### src/design/tpws_pkg.sv
`timescale 1ns / 1ps

package tpws_pkg;

    localparam int QUEUE_DEPTH = 8;
    localparam int QCNT_W      = $clog2(QUEUE_DEPTH + 1);
    localparam int GROUP_MAX   = 6;
    localparam int HOLD_DEPTH  = 5;

    localparam logic [15:0] ETYPE_VLAN = 16'h8100;
    localparam logic [15:0] ETYPE_QINQ = 16'h88A8;
    localparam logic [15:0] ETYPE_IPV4 = 16'h0800;
    localparam logic [7:0]  PROTO_TCP  = 8'd6;

    typedef enum logic [5:0] {
        PH_ETH  = 6'b000001,
        PH_TAG  = 6'b000010,
        PH_IP   = 6'b000100,
        PH_TCP  = 6'b001000,
        PH_PLD  = 6'b010000,
        PH_PASS = 6'b100000
    } phase_t;

    typedef struct packed {
        logic [7:0] data;
        logic       last;
    } item_t;

    typedef struct packed {
        logic [2:0]       n;
        item_t [5:0]      items;
    } push_t;

endpackage

### src/design/tpws_parser.sv
`timescale 1ns / 1ps

module tpws_parser #(
    parameter int MAX_FRAME_BYTES = 16384
) (
    input  logic                  aclk,
    input  logic                  aresetn,
    input  logic                  s_valid,
    output logic                  s_ready,
    input  logic [7:0]            s_in_byte,
    input  logic                  s_in_last,
    input  logic [tpws_pkg::QCNT_W-1:0] q_count,
    output tpws_pkg::push_t       push
);
    import tpws_pkg::*;

    localparam int POS_W = $clog2(MAX_FRAME_BYTES);
    localparam int CMP_W = (POS_W > 9) ? POS_W : 9;
    localparam logic [POS_W-1:0] POS_END = POS_W'(MAX_FRAME_BYTES - 1);

    logic             in_valid_reg;
    logic [7:0]       in_byte_reg;
    logic             in_last_reg;

    phase_t           phase_reg, phase_next;
    logic [POS_W-1:0] pos_reg, pos_next;
    logic [15:0]      etype_reg, etype_next;
    logic [1:0]       vlan_reg, vlan_next;
    logic [3:0]       ihw_reg, ihw_next;
    logic [7:0]       pstart_reg, pstart_next;
    logic [7:0]       hold_reg [HOLD_DEPTH];
    logic [7:0]       hold_next [HOLD_DEPTH];
    logic [2:0]       hcnt_reg, hcnt_next;

    logic             go;
    logic [2:0]       n_raw;
    item_t [5:0]      items;
    logic             held;
    logic             done;
    logic [CMP_W-1:0] rel;
    logic [CMP_W-1:0] pld;
    logic [15:0]      et_new;
    logic [3:0]       doff;

    function automatic phase_t after_type(input logic [15:0] et, input logic [1:0] tags);
        phase_t ph;
        if ((et == ETYPE_VLAN || et == ETYPE_QINQ) && tags < 2'd2) begin
            ph = PH_TAG;
        end else if (et == ETYPE_IPV4) begin
            ph = PH_IP;
        end else begin
            ph = PH_PASS;
        end
        return ph;
    endfunction

    assign rel    = CMP_W'(pos_reg) - (CMP_W'(5'd14) + CMP_W'({vlan_reg, 2'b00}));
    assign pld    = rel - CMP_W'(pstart_reg);
    assign et_new = {etype_reg[7:0], in_byte_reg};
    assign doff   = in_byte_reg[7:4];

    always_comb begin
        phase_next  = phase_reg;
        etype_next  = etype_reg;
        vlan_next   = vlan_reg;
        ihw_next    = ihw_reg;
        pstart_next = pstart_reg;
        hold_next   = hold_reg;
        hcnt_next   = hcnt_reg;
        held        = 1'b0;
        done        = 1'b0;

        if (phase_reg != PH_PASS && pos_reg == POS_END) begin
            phase_next = PH_PASS;
        end else begin
            unique case (phase_reg)
                PH_ETH: begin
                    if (pos_reg == POS_W'(12) || pos_reg == POS_W'(13)) begin
                        etype_next = et_new;
                    end
                    if (pos_reg == POS_W'(13)) begin
                        phase_next = after_type(et_new, vlan_reg);
                    end
                end
                PH_TAG: begin
                    if (rel == CMP_W'(2) || rel == CMP_W'(3)) begin
                        etype_next = et_new;
                    end
                    if (rel == CMP_W'(3)) begin
                        vlan_next  = vlan_reg + 2'd1;
                        phase_next = after_type(et_new, vlan_reg + 2'd1);
                    end
                end
                PH_IP: begin
                    if (rel == CMP_W'(0)) begin
                        ihw_next = in_byte_reg[3:0];
                    end
                    if (rel == CMP_W'(9)) begin
                        if (ihw_reg < 4'd5 || in_byte_reg != PROTO_TCP) begin
                            phase_next = PH_PASS;
                        end else begin
                            phase_next = PH_TCP;
                        end
                    end
                end
                PH_TCP: begin
                    if (rel == CMP_W'({ihw_reg, 2'b00}) + CMP_W'(12)) begin
                        if (doff < 4'd5) begin
                            phase_next = PH_PASS;
                        end else begin
                            pstart_next = {2'b00, ihw_reg, 2'b00} + {2'b00, doff, 2'b00};
                            phase_next  = PH_PLD;
                        end
                    end
                end
                PH_PLD: begin
                    if (rel >= CMP_W'(pstart_reg)) begin
                        if (pld >= CMP_W'(4) && pld <= CMP_W'(8) && !in_last_reg
                                && hcnt_reg < 3'd5) begin
                            for (int k = 0; k < HOLD_DEPTH; k++) begin
                                if (hcnt_reg == 3'(k)) begin
                                    hold_next[k] = in_byte_reg;
                                end
                            end
                            hcnt_next = hcnt_reg + 3'd1;
                            held      = 1'b1;
                        end else if (pld == CMP_W'(9) && hcnt_reg == 3'd5) begin
                            hcnt_next  = 3'd0;
                            phase_next = PH_PASS;
                            done       = 1'b1;
                        end else if (pld >= CMP_W'(9)) begin
                            phase_next = PH_PASS;
                        end
                    end
                end
                PH_PASS: begin
                end
                default: begin
                    phase_next = PH_PASS;
                end
            endcase
        end

        for (int i = 0; i < GROUP_MAX; i++) begin
            items[i] = '{data: in_byte_reg, last: in_last_reg};
        end
        if (done) begin
            items[0] = '{data: hold_reg[4], last: 1'b0};
            items[1] = '{data: in_byte_reg, last: 1'b0};
            items[2] = '{data: hold_reg[2], last: 1'b0};
            items[3] = '{data: hold_reg[3], last: 1'b0};
            items[4] = '{data: hold_reg[0], last: 1'b0};
            items[5] = '{data: hold_reg[1], last: in_last_reg};
            n_raw    = 3'd6;
        end else if (held) begin
            n_raw = 3'd0;
        end else begin
            for (int i = 0; i < HOLD_DEPTH; i++) begin
                if (3'(i) < hcnt_reg) begin
                    items[i] = '{data: hold_reg[i], last: 1'b0};
                end
            end
            n_raw     = hcnt_reg + 3'd1;
            hcnt_next = 3'd0;
        end

        pos_next = pos_reg;
        if (in_last_reg) begin
            phase_next  = PH_ETH;
            pos_next    = '0;
            etype_next  = '0;
            vlan_next   = '0;
            ihw_next    = '0;
            pstart_next = '0;
            hcnt_next   = '0;
        end else if (pos_reg != POS_END) begin
            pos_next = pos_reg + POS_W'(1);
        end
    end

    assign go         = in_valid_reg
                        && ((5'(q_count) + 5'(n_raw)) <= 5'(QUEUE_DEPTH));
    assign s_ready    = !in_valid_reg || go;
    assign push.n     = go ? n_raw : 3'd0;
    assign push.items = items;

    always_ff @(posedge aclk) begin
        if (!aresetn) begin
            in_valid_reg <= 1'b0;
        end else if (s_ready) begin
            in_valid_reg <= s_valid;
        end
        if (s_ready && s_valid) begin
            in_byte_reg <= s_in_byte;
            in_last_reg <= s_in_last;
        end
    end

    always_ff @(posedge aclk) begin
        if (!aresetn) begin
            phase_reg  <= PH_ETH;
            pos_reg    <= '0;
            etype_reg  <= '0;
            vlan_reg   <= '0;
            ihw_reg    <= '0;
            pstart_reg <= '0;
            hcnt_reg   <= '0;
        end else if (go) begin
            phase_reg  <= phase_next;
            pos_reg    <= pos_next;
            etype_reg  <= etype_next;
            vlan_reg   <= vlan_next;
            ihw_reg    <= ihw_next;
            pstart_reg <= pstart_next;
            hcnt_reg   <= hcnt_next;
        end
    end

    always_ff @(posedge aclk) begin
        if (go) begin
            hold_reg <= hold_next;
        end
    end

    a_hold_bound: assert property (@(posedge aclk) disable iff (!aresetn)
        hcnt_reg <= 3'd5)
        else $error("hold count out of range");

    a_hold_in_payload: assert property (@(posedge aclk) disable iff (!aresetn)
        hcnt_reg != 3'd0 |-> phase_reg == PH_PLD)
        else $error("held words outside payload phase");

    a_frame_restart: assert property (@(posedge aclk) disable iff (!aresetn)
        go && in_last_reg |=> phase_reg == PH_ETH && pos_reg == '0 && hcnt_reg == 3'd0)
        else $error("parser not restarted after frame end");

endmodule

### src/design/tpws_out_queue.sv
`timescale 1ns / 1ps

module tpws_out_queue (
    input  logic                        aclk,
    input  logic                        aresetn,
    input  tpws_pkg::push_t             push,
    output logic [tpws_pkg::QCNT_W-1:0] q_count,
    output logic                        m_valid,
    input  logic                        m_ready,
    output logic [7:0]                  m_out_byte,
    output logic                        m_out_last
);
    import tpws_pkg::*;

    item_t               q_reg [QUEUE_DEPTH];
    item_t               q_next [QUEUE_DEPTH];
    logic [QCNT_W-1:0]   count_reg, count_next;
    logic [QCNT_W-1:0]   base;
    logic [QCNT_W-1:0]   off;
    logic                pop;

    assign pop  = m_valid && m_ready;
    assign base = count_reg - QCNT_W'(pop);

    always_comb begin
        q_next = q_reg;
        off    = '0;
        for (int i = 0; i < QUEUE_DEPTH; i++) begin
            if (QCNT_W'(i) < base) begin
                if (pop && i + 1 < QUEUE_DEPTH) begin
                    q_next[i] = q_reg[(i + 1) % QUEUE_DEPTH];
                end
            end else begin
                off = QCNT_W'(i) - base;
                if (off < QCNT_W'(push.n)) begin
                    q_next[i] = push.items[off[2:0]];
                end
            end
        end
        count_next = base + QCNT_W'(push.n);
    end

    always_ff @(posedge aclk) begin
        if (!aresetn) begin
            count_reg <= '0;
        end else begin
            count_reg <= count_next;
        end
        q_reg <= q_next;
    end

    assign q_count    = count_reg;
    assign m_valid    = count_reg != '0;
    assign m_out_byte = q_reg[0].data;
    assign m_out_last = q_reg[0].last;

    a_no_overflow: assert property (@(posedge aclk) disable iff (!aresetn)
        push.n != 3'd0 |-> 5'(count_reg) + 5'(push.n) <= 5'(QUEUE_DEPTH))
        else $error("output queue overflow");

    a_count_bound: assert property (@(posedge aclk) disable iff (!aresetn)
        count_reg <= QCNT_W'(QUEUE_DEPTH))
        else $error("output queue count out of range");

    a_count_track: assert property (@(posedge aclk) disable iff (!aresetn)
        !pop && push.n == 3'd0 |=> count_reg == $past(count_reg))
        else $error("queue count changed without push or pop");

endmodule

### src/design/tcp_payload_word_swapper_top.sv
`timescale 1ns / 1ps

// Passes Ethernet frames one byte per word and, for untagged, single- or double-tagged
// IPv4/TCP frames whose payload holds at least ten bytes, swaps payload bytes 4-5 with
// bytes 8-9 (the TCP checksum stays valid). Sustained rate is one byte per cycle on both
// sides while m_ready stays high. Every byte passes an input register and an eight-entry
// output queue; payload bytes 4 to 8 of a swapped frame are held until payload byte 9
// arrives and then leave as a group of six. The input stalls only when the output queue
// has no room for the words the registered byte releases, which at most is six. Frames
// longer than MAX_FRAME_BYTES-1 bytes pass unchanged from that byte on.
module tcp_payload_word_swapper_top #(
    parameter int MAX_FRAME_BYTES = 16384
) (
    input  logic       aclk,
    input  logic       aresetn,
    input  logic       s_valid,
    output logic       s_ready,
    input  logic [7:0] s_in_byte,
    input  logic       s_in_last,
    output logic       m_valid,
    input  logic       m_ready,
    output logic [7:0] m_out_byte,
    output logic       m_out_last
);
    import tpws_pkg::*;

    push_t             push;
    logic [QCNT_W-1:0] q_count;

    tpws_parser #(
        .MAX_FRAME_BYTES(MAX_FRAME_BYTES)
    ) u_parser (
        .aclk      (aclk),
        .aresetn   (aresetn),
        .s_valid   (s_valid),
        .s_ready   (s_ready),
        .s_in_byte (s_in_byte),
        .s_in_last (s_in_last),
        .q_count   (q_count),
        .push      (push)
    );

    tpws_out_queue u_out_queue (
        .aclk       (aclk),
        .aresetn    (aresetn),
        .push       (push),
        .q_count    (q_count),
        .m_valid    (m_valid),
        .m_ready    (m_ready),
        .m_out_byte (m_out_byte),
        .m_out_last (m_out_last)
    );

endmodule
### config.mk
export PLATFORM = sky130hd
export DESIGN_NAME = tcp_payload_word_swapper_top
export DESIGN_NICKNAME = d
export VERILOG_FILES = /design/src/design/tpws_pkg.sv /design/src/design/tpws_parser.sv /design/src/design/tpws_out_queue.sv /design/src/design/tcp_payload_word_swapper_top.sv
export SDC_FILE = /design/constraint.sdc
export NUM_CORES = 1
export LEC_CHECK = 0
export BUFFER_PORTS_ARGS = -buffer_cell sky130_fd_sc_hd__buf_4
export CORE_UTILIZATION = 51
export DETAILED_ROUTE_END_ITERATION = 6
export GPL_ROUTABILITY_DRIVEN = 0
export HOLD_SLACK_MARGIN = 0.12
export PLACE_DENSITY = 0.78
export SETUP_SLACK_MARGIN = 0.15
export SLEW_MARGIN = 30
export SYNTH_ARGS = -nofsm -noshare
export SYNTH_HDL_FRONTEND = slang
export SYNTH_SLANG_ARGS = --single-unit
### constraint.sdc
create_clock -name aclk -period 9.6 [get_ports aclk]
set_clock_uncertainty 0.1 [all_clocks]
set_input_delay 0.48 -clock aclk [delete_from_list [all_inputs] [get_ports aclk]]
set_output_delay 0.48 -clock aclk [all_outputs]
set_load 0.05 [all_outputs]
==> run metrics <==
status finished, violations left; failing checks DRC; synthesized cell area 0.0120 mm2; Clk network pwr share 0.146; first-pass GRT wire length 54.0 mm; Max Clock Freq 0.116 GHz; crit path capture type flip-flop; share of layout cells above drive strength 1 0.0933; CTS Buffer Depth 2; startpoint type of the worst setup path flip-flop; P_leak 4.73 nW; Synth top area share 0.303; Place WS 1010 ps; Critical Path Fanout Max 26; Final Critical Period 8590 ps; RSZ-0062 raised after global routing false; antenna cells 0; Placeable Area 0.0228 mm2; Async S/R FF share, synth 0; Rows 55; R2R Setup Slk 1010 ps; Antenna Violating Nets Remaining 0; Syn Nets 1404; Logic pwr share 0.589; P&R area growth vs syn 8.83%; setup ws final 1010 ps; setup bufs post-CTS 0; top_reg_cell synth edfxtp_1; Final HPWL DP 24.8 mm; worst endpoint data arrival time 8570 ps; vias in the first global route 10300; Reg area 0.00457 mm2; # setup viols final 0; layer with the highest usage met2; P per Cell Area 366 mW/mm2; hold_sp s_valid; R2R cell count 24; MaxCap Viol Count 0; M3 GR Usage 0.0496; Tot GR Track Use 0.285; routing usage on met1 0.369; Synth Warn # 0; worst hold endpoint u_parser.in_valid_reg$_SDFFE_PN0N_; sequential fraction of the synthesis area 0.381; Port Buffers 23; Setup CP Type flip-flop to flip-flop; most frequent cell after synthesis nor2_1; GR Util met2 0.467; setup TNS 0 ps; Slew @ Worst Pin 833 ps; Die W 155 um; reg2reg end u_out_queue.q_reg[4]$_DFFE_PP_; DR pass1 iterations 7; WL per Instance 20.3 um; I/O Pins 24; DRC 1; Gate Count Post-Synth 1334; Post-synth EDFFs 121; headroom to the max-slew limit 0.440; Post-Route WL 33.6 mm; Die Area 0.0241 mm2; Sw Pwr 2.27 mW; final worst path period share 0.895; multi-input logic area 0.00683 mm2; Vias/cell 6.50; via count 10700; Worst-path clk slew 70 ps; CTS tree done; cell taking the most area after synthesis edfxtp_1; H-Tree Depth 4; Worst Hold Class input port to flip-flop; Critical Path RT 9580 ps; Cell Count, Final, Fillers Out 1653; synth cell count leaders nor2_1 (139), edfxtp_1 (121), o21ai_0 (104), nand2_1 (93), a21oi_1 (88); DR iter-0 viols 1303; Final Max Slew Viols 0; reg-to-reg critical path startpoint u_parser.vlan_reg[0]$_SDFFE_PN0P_; Switching Fraction 0.475; Syn Area/Cell 8.99 um2; worst-case vdd ir drop 0.000214 V; sequential power share 0.265; GR Overflow Total 0; Die H 155 um; CTS sink cnt 168; Hold Fails Final Rpt 0; nets@finish 1397; internal power 2.51 mW; Yosys reg bits 168; initial core utilization 0.525; max reg flops 63; Hold Path Stages 3; Synth area leaders edfxtp_1 (30%), dfxtp_1 (7.8%), ha_1 (5.4%), nor2_1 (4.3%), o21ai_0 (4.3%); CTS buffer count 17; clock latency on the worst-skew pair 450 ps; largest net degree at the start of global routing 59; Filler cells 2047; Clock Tree Root clkbuf_16; Netlist cell types 83; placed insts 1612; total power 4.77 mW; initial antenna violation count 0
==> layout by cell type (no fill, tap or decap), drive strengths merged, types with 13 or more instances in the layout <==
| master | synthesis | layout |
|---|---|---|
| o21ai | 117 | 117 |
| edfxtp | 121 | 121 |
| a221oi | 18 | 18 |
| dfxtp | 47 | 47 |
| nand3 | 53 | 53 |
| nor2 | 139 | 139 |
| clkbuf | 63 | 19 |
| nor2b | 34 | 34 |
| mux2 | 17 | 17 |
| ha | 52 | 52 |
| a21oi | 90 | 90 |
| nand4 | 14 | 14 |
| nand2 | 93 | 93 |
| nor3 | 29 | 29 |
| o211ai | 21 | 21 |
| mux2i | 29 | 29 |
| a21o | 13 | 13 |
| a22o | 13 | 13 |
| a22oi | 43 | 43 |
| o22ai | 17 | 17 |
| xnor2 | 18 | 18 |
| inv | 59 | 67 |
| and2 | 19 | 19 |
| xor2 | 25 | 25 |
| buf | 20 | 48 |
==> metrics by stage <==
step | hold WS (ps) | cell area [um2] | utilization
6_report | 223 | 13100 | 0.571
5_1_grt | 249 | 13100 | 0.571
4_1_cts | 225 | 13100 | 0.571
3_5_place_dp | 373 | 12400 | 0.542
3_3_place_gp | 354 | 12400 | 0.542
2_1_floorplan | 343 | 12000 | -
==> kinds of logic after synthesis <==
| family | count (synthesis) | share of synthesized area |
|---|---|---|
| AO/OA/AOI/OAI | 418 | 0.232 |
| XOR/XNOR | 43 | 0.0326 |
| adder cells (fa/ha/maj) | 57 | 0.0626 |
| buffers and inverters | 143 | 0.0514 |
| flip-flops | 168 | 0.381 |
| multiplexers | 52 | 0.0514 |
| AND/OR/NAND/NOR | 453 | 0.189 |
==> area by class of cell <==
| type | instances | share of cell area |
|---|---|---|
| Clock inverter | 13 | 0.0105 |
| Timing Repair Buffer | 57 | 0.0345 |
| Tap cell | 313 | 0.0300 |
| Clock buffer | 19 | 0.0339 |
| Inverter | 60 | 0.0172 |
| Multi-Input combinational cell | 1023 | 0.523 |
| Sequential cell | 168 | 0.350 |
==> worst max-delay path: stages (launching register included) <==
cell and delay [ps]:
dfxtp_1 430, inv_1 70, ha_1 340, ha_1 370, a21o_1 300, a21oi_1 210, xor2_1 460, ha_1 410
a21o_1 230, nand2_1 100, nand3b_1 190, o41ai_1 620, o21a_1 330, nand4_4 450, nand2_1 290, inv_1 80
fa_1 430, or4b_2 670, o311ai_0 120, a21oi_1 170, nor2b_1 420, nand2_1 360, ha_1 470, o21ai_0 130
nor2_2 430
==> worst max-delay path by stage <==
stage                                       from  slack, ps                         endpoint  cells past startpoint
3_5_place_dp   u_parser.vlan_reg[0]$_SDFFE_PN0P_       1010   u_out_queue.q_reg[1]$_DFFE_PP_                     24
4_1_cts        u_parser.vlan_reg[0]$_SDFFE_PN0P_        880   u_out_queue.q_reg[4]$_DFFE_PP_                     24
2_1_floorplan  u_parser.vlan_reg[0]$_SDFFE_PN0P_       2030  u_out_queue.q_reg[54]$_DFFE_PP_                     29
3_3_place_gp   u_parser.vlan_reg[0]$_SDFFE_PN0P_       1300   u_out_queue.q_reg[1]$_DFFE_PP_                     24
5_1_grt        u_parser.vlan_reg[0]$_SDFFE_PN0P_        360   u_out_queue.q_reg[4]$_DFFE_PP_                     24
6_report       u_parser.vlan_reg[0]$_SDFFE_PN0P_       1010   u_out_queue.q_reg[4]$_DFFE_PP_                     24
==> metal layers <==
metal | vias up | routed length, um
met4 | 0 | 1110
met2 | 660 | 15500
met3 | 86 | 3370
met5 | - | 0
li1 | 4982 | -
met1 | 5009 | 13600
==> timing repair <==
action	in CTS	in global routing
hold endpoints to repair	9	0
setup endpoints to repair	0	9
hold buffers	9	0
gates resized for setup	0	1
==> power by group through the flow <==
stage	Sequential (mW)	Clock (mW)	Combinational [mW]
2_1_floorplan	1.27	0	1.97
4_1_cts	1.27	0.698	2.73
3_5_place_dp	1.28	0	2.72
3_3_place_gp	1.27	0	2.63
6_report	1.27	0.695	2.81
5_1_grt	1.28	0.722	3.06
Note: power is estimated with default switching activity, not from simulation.
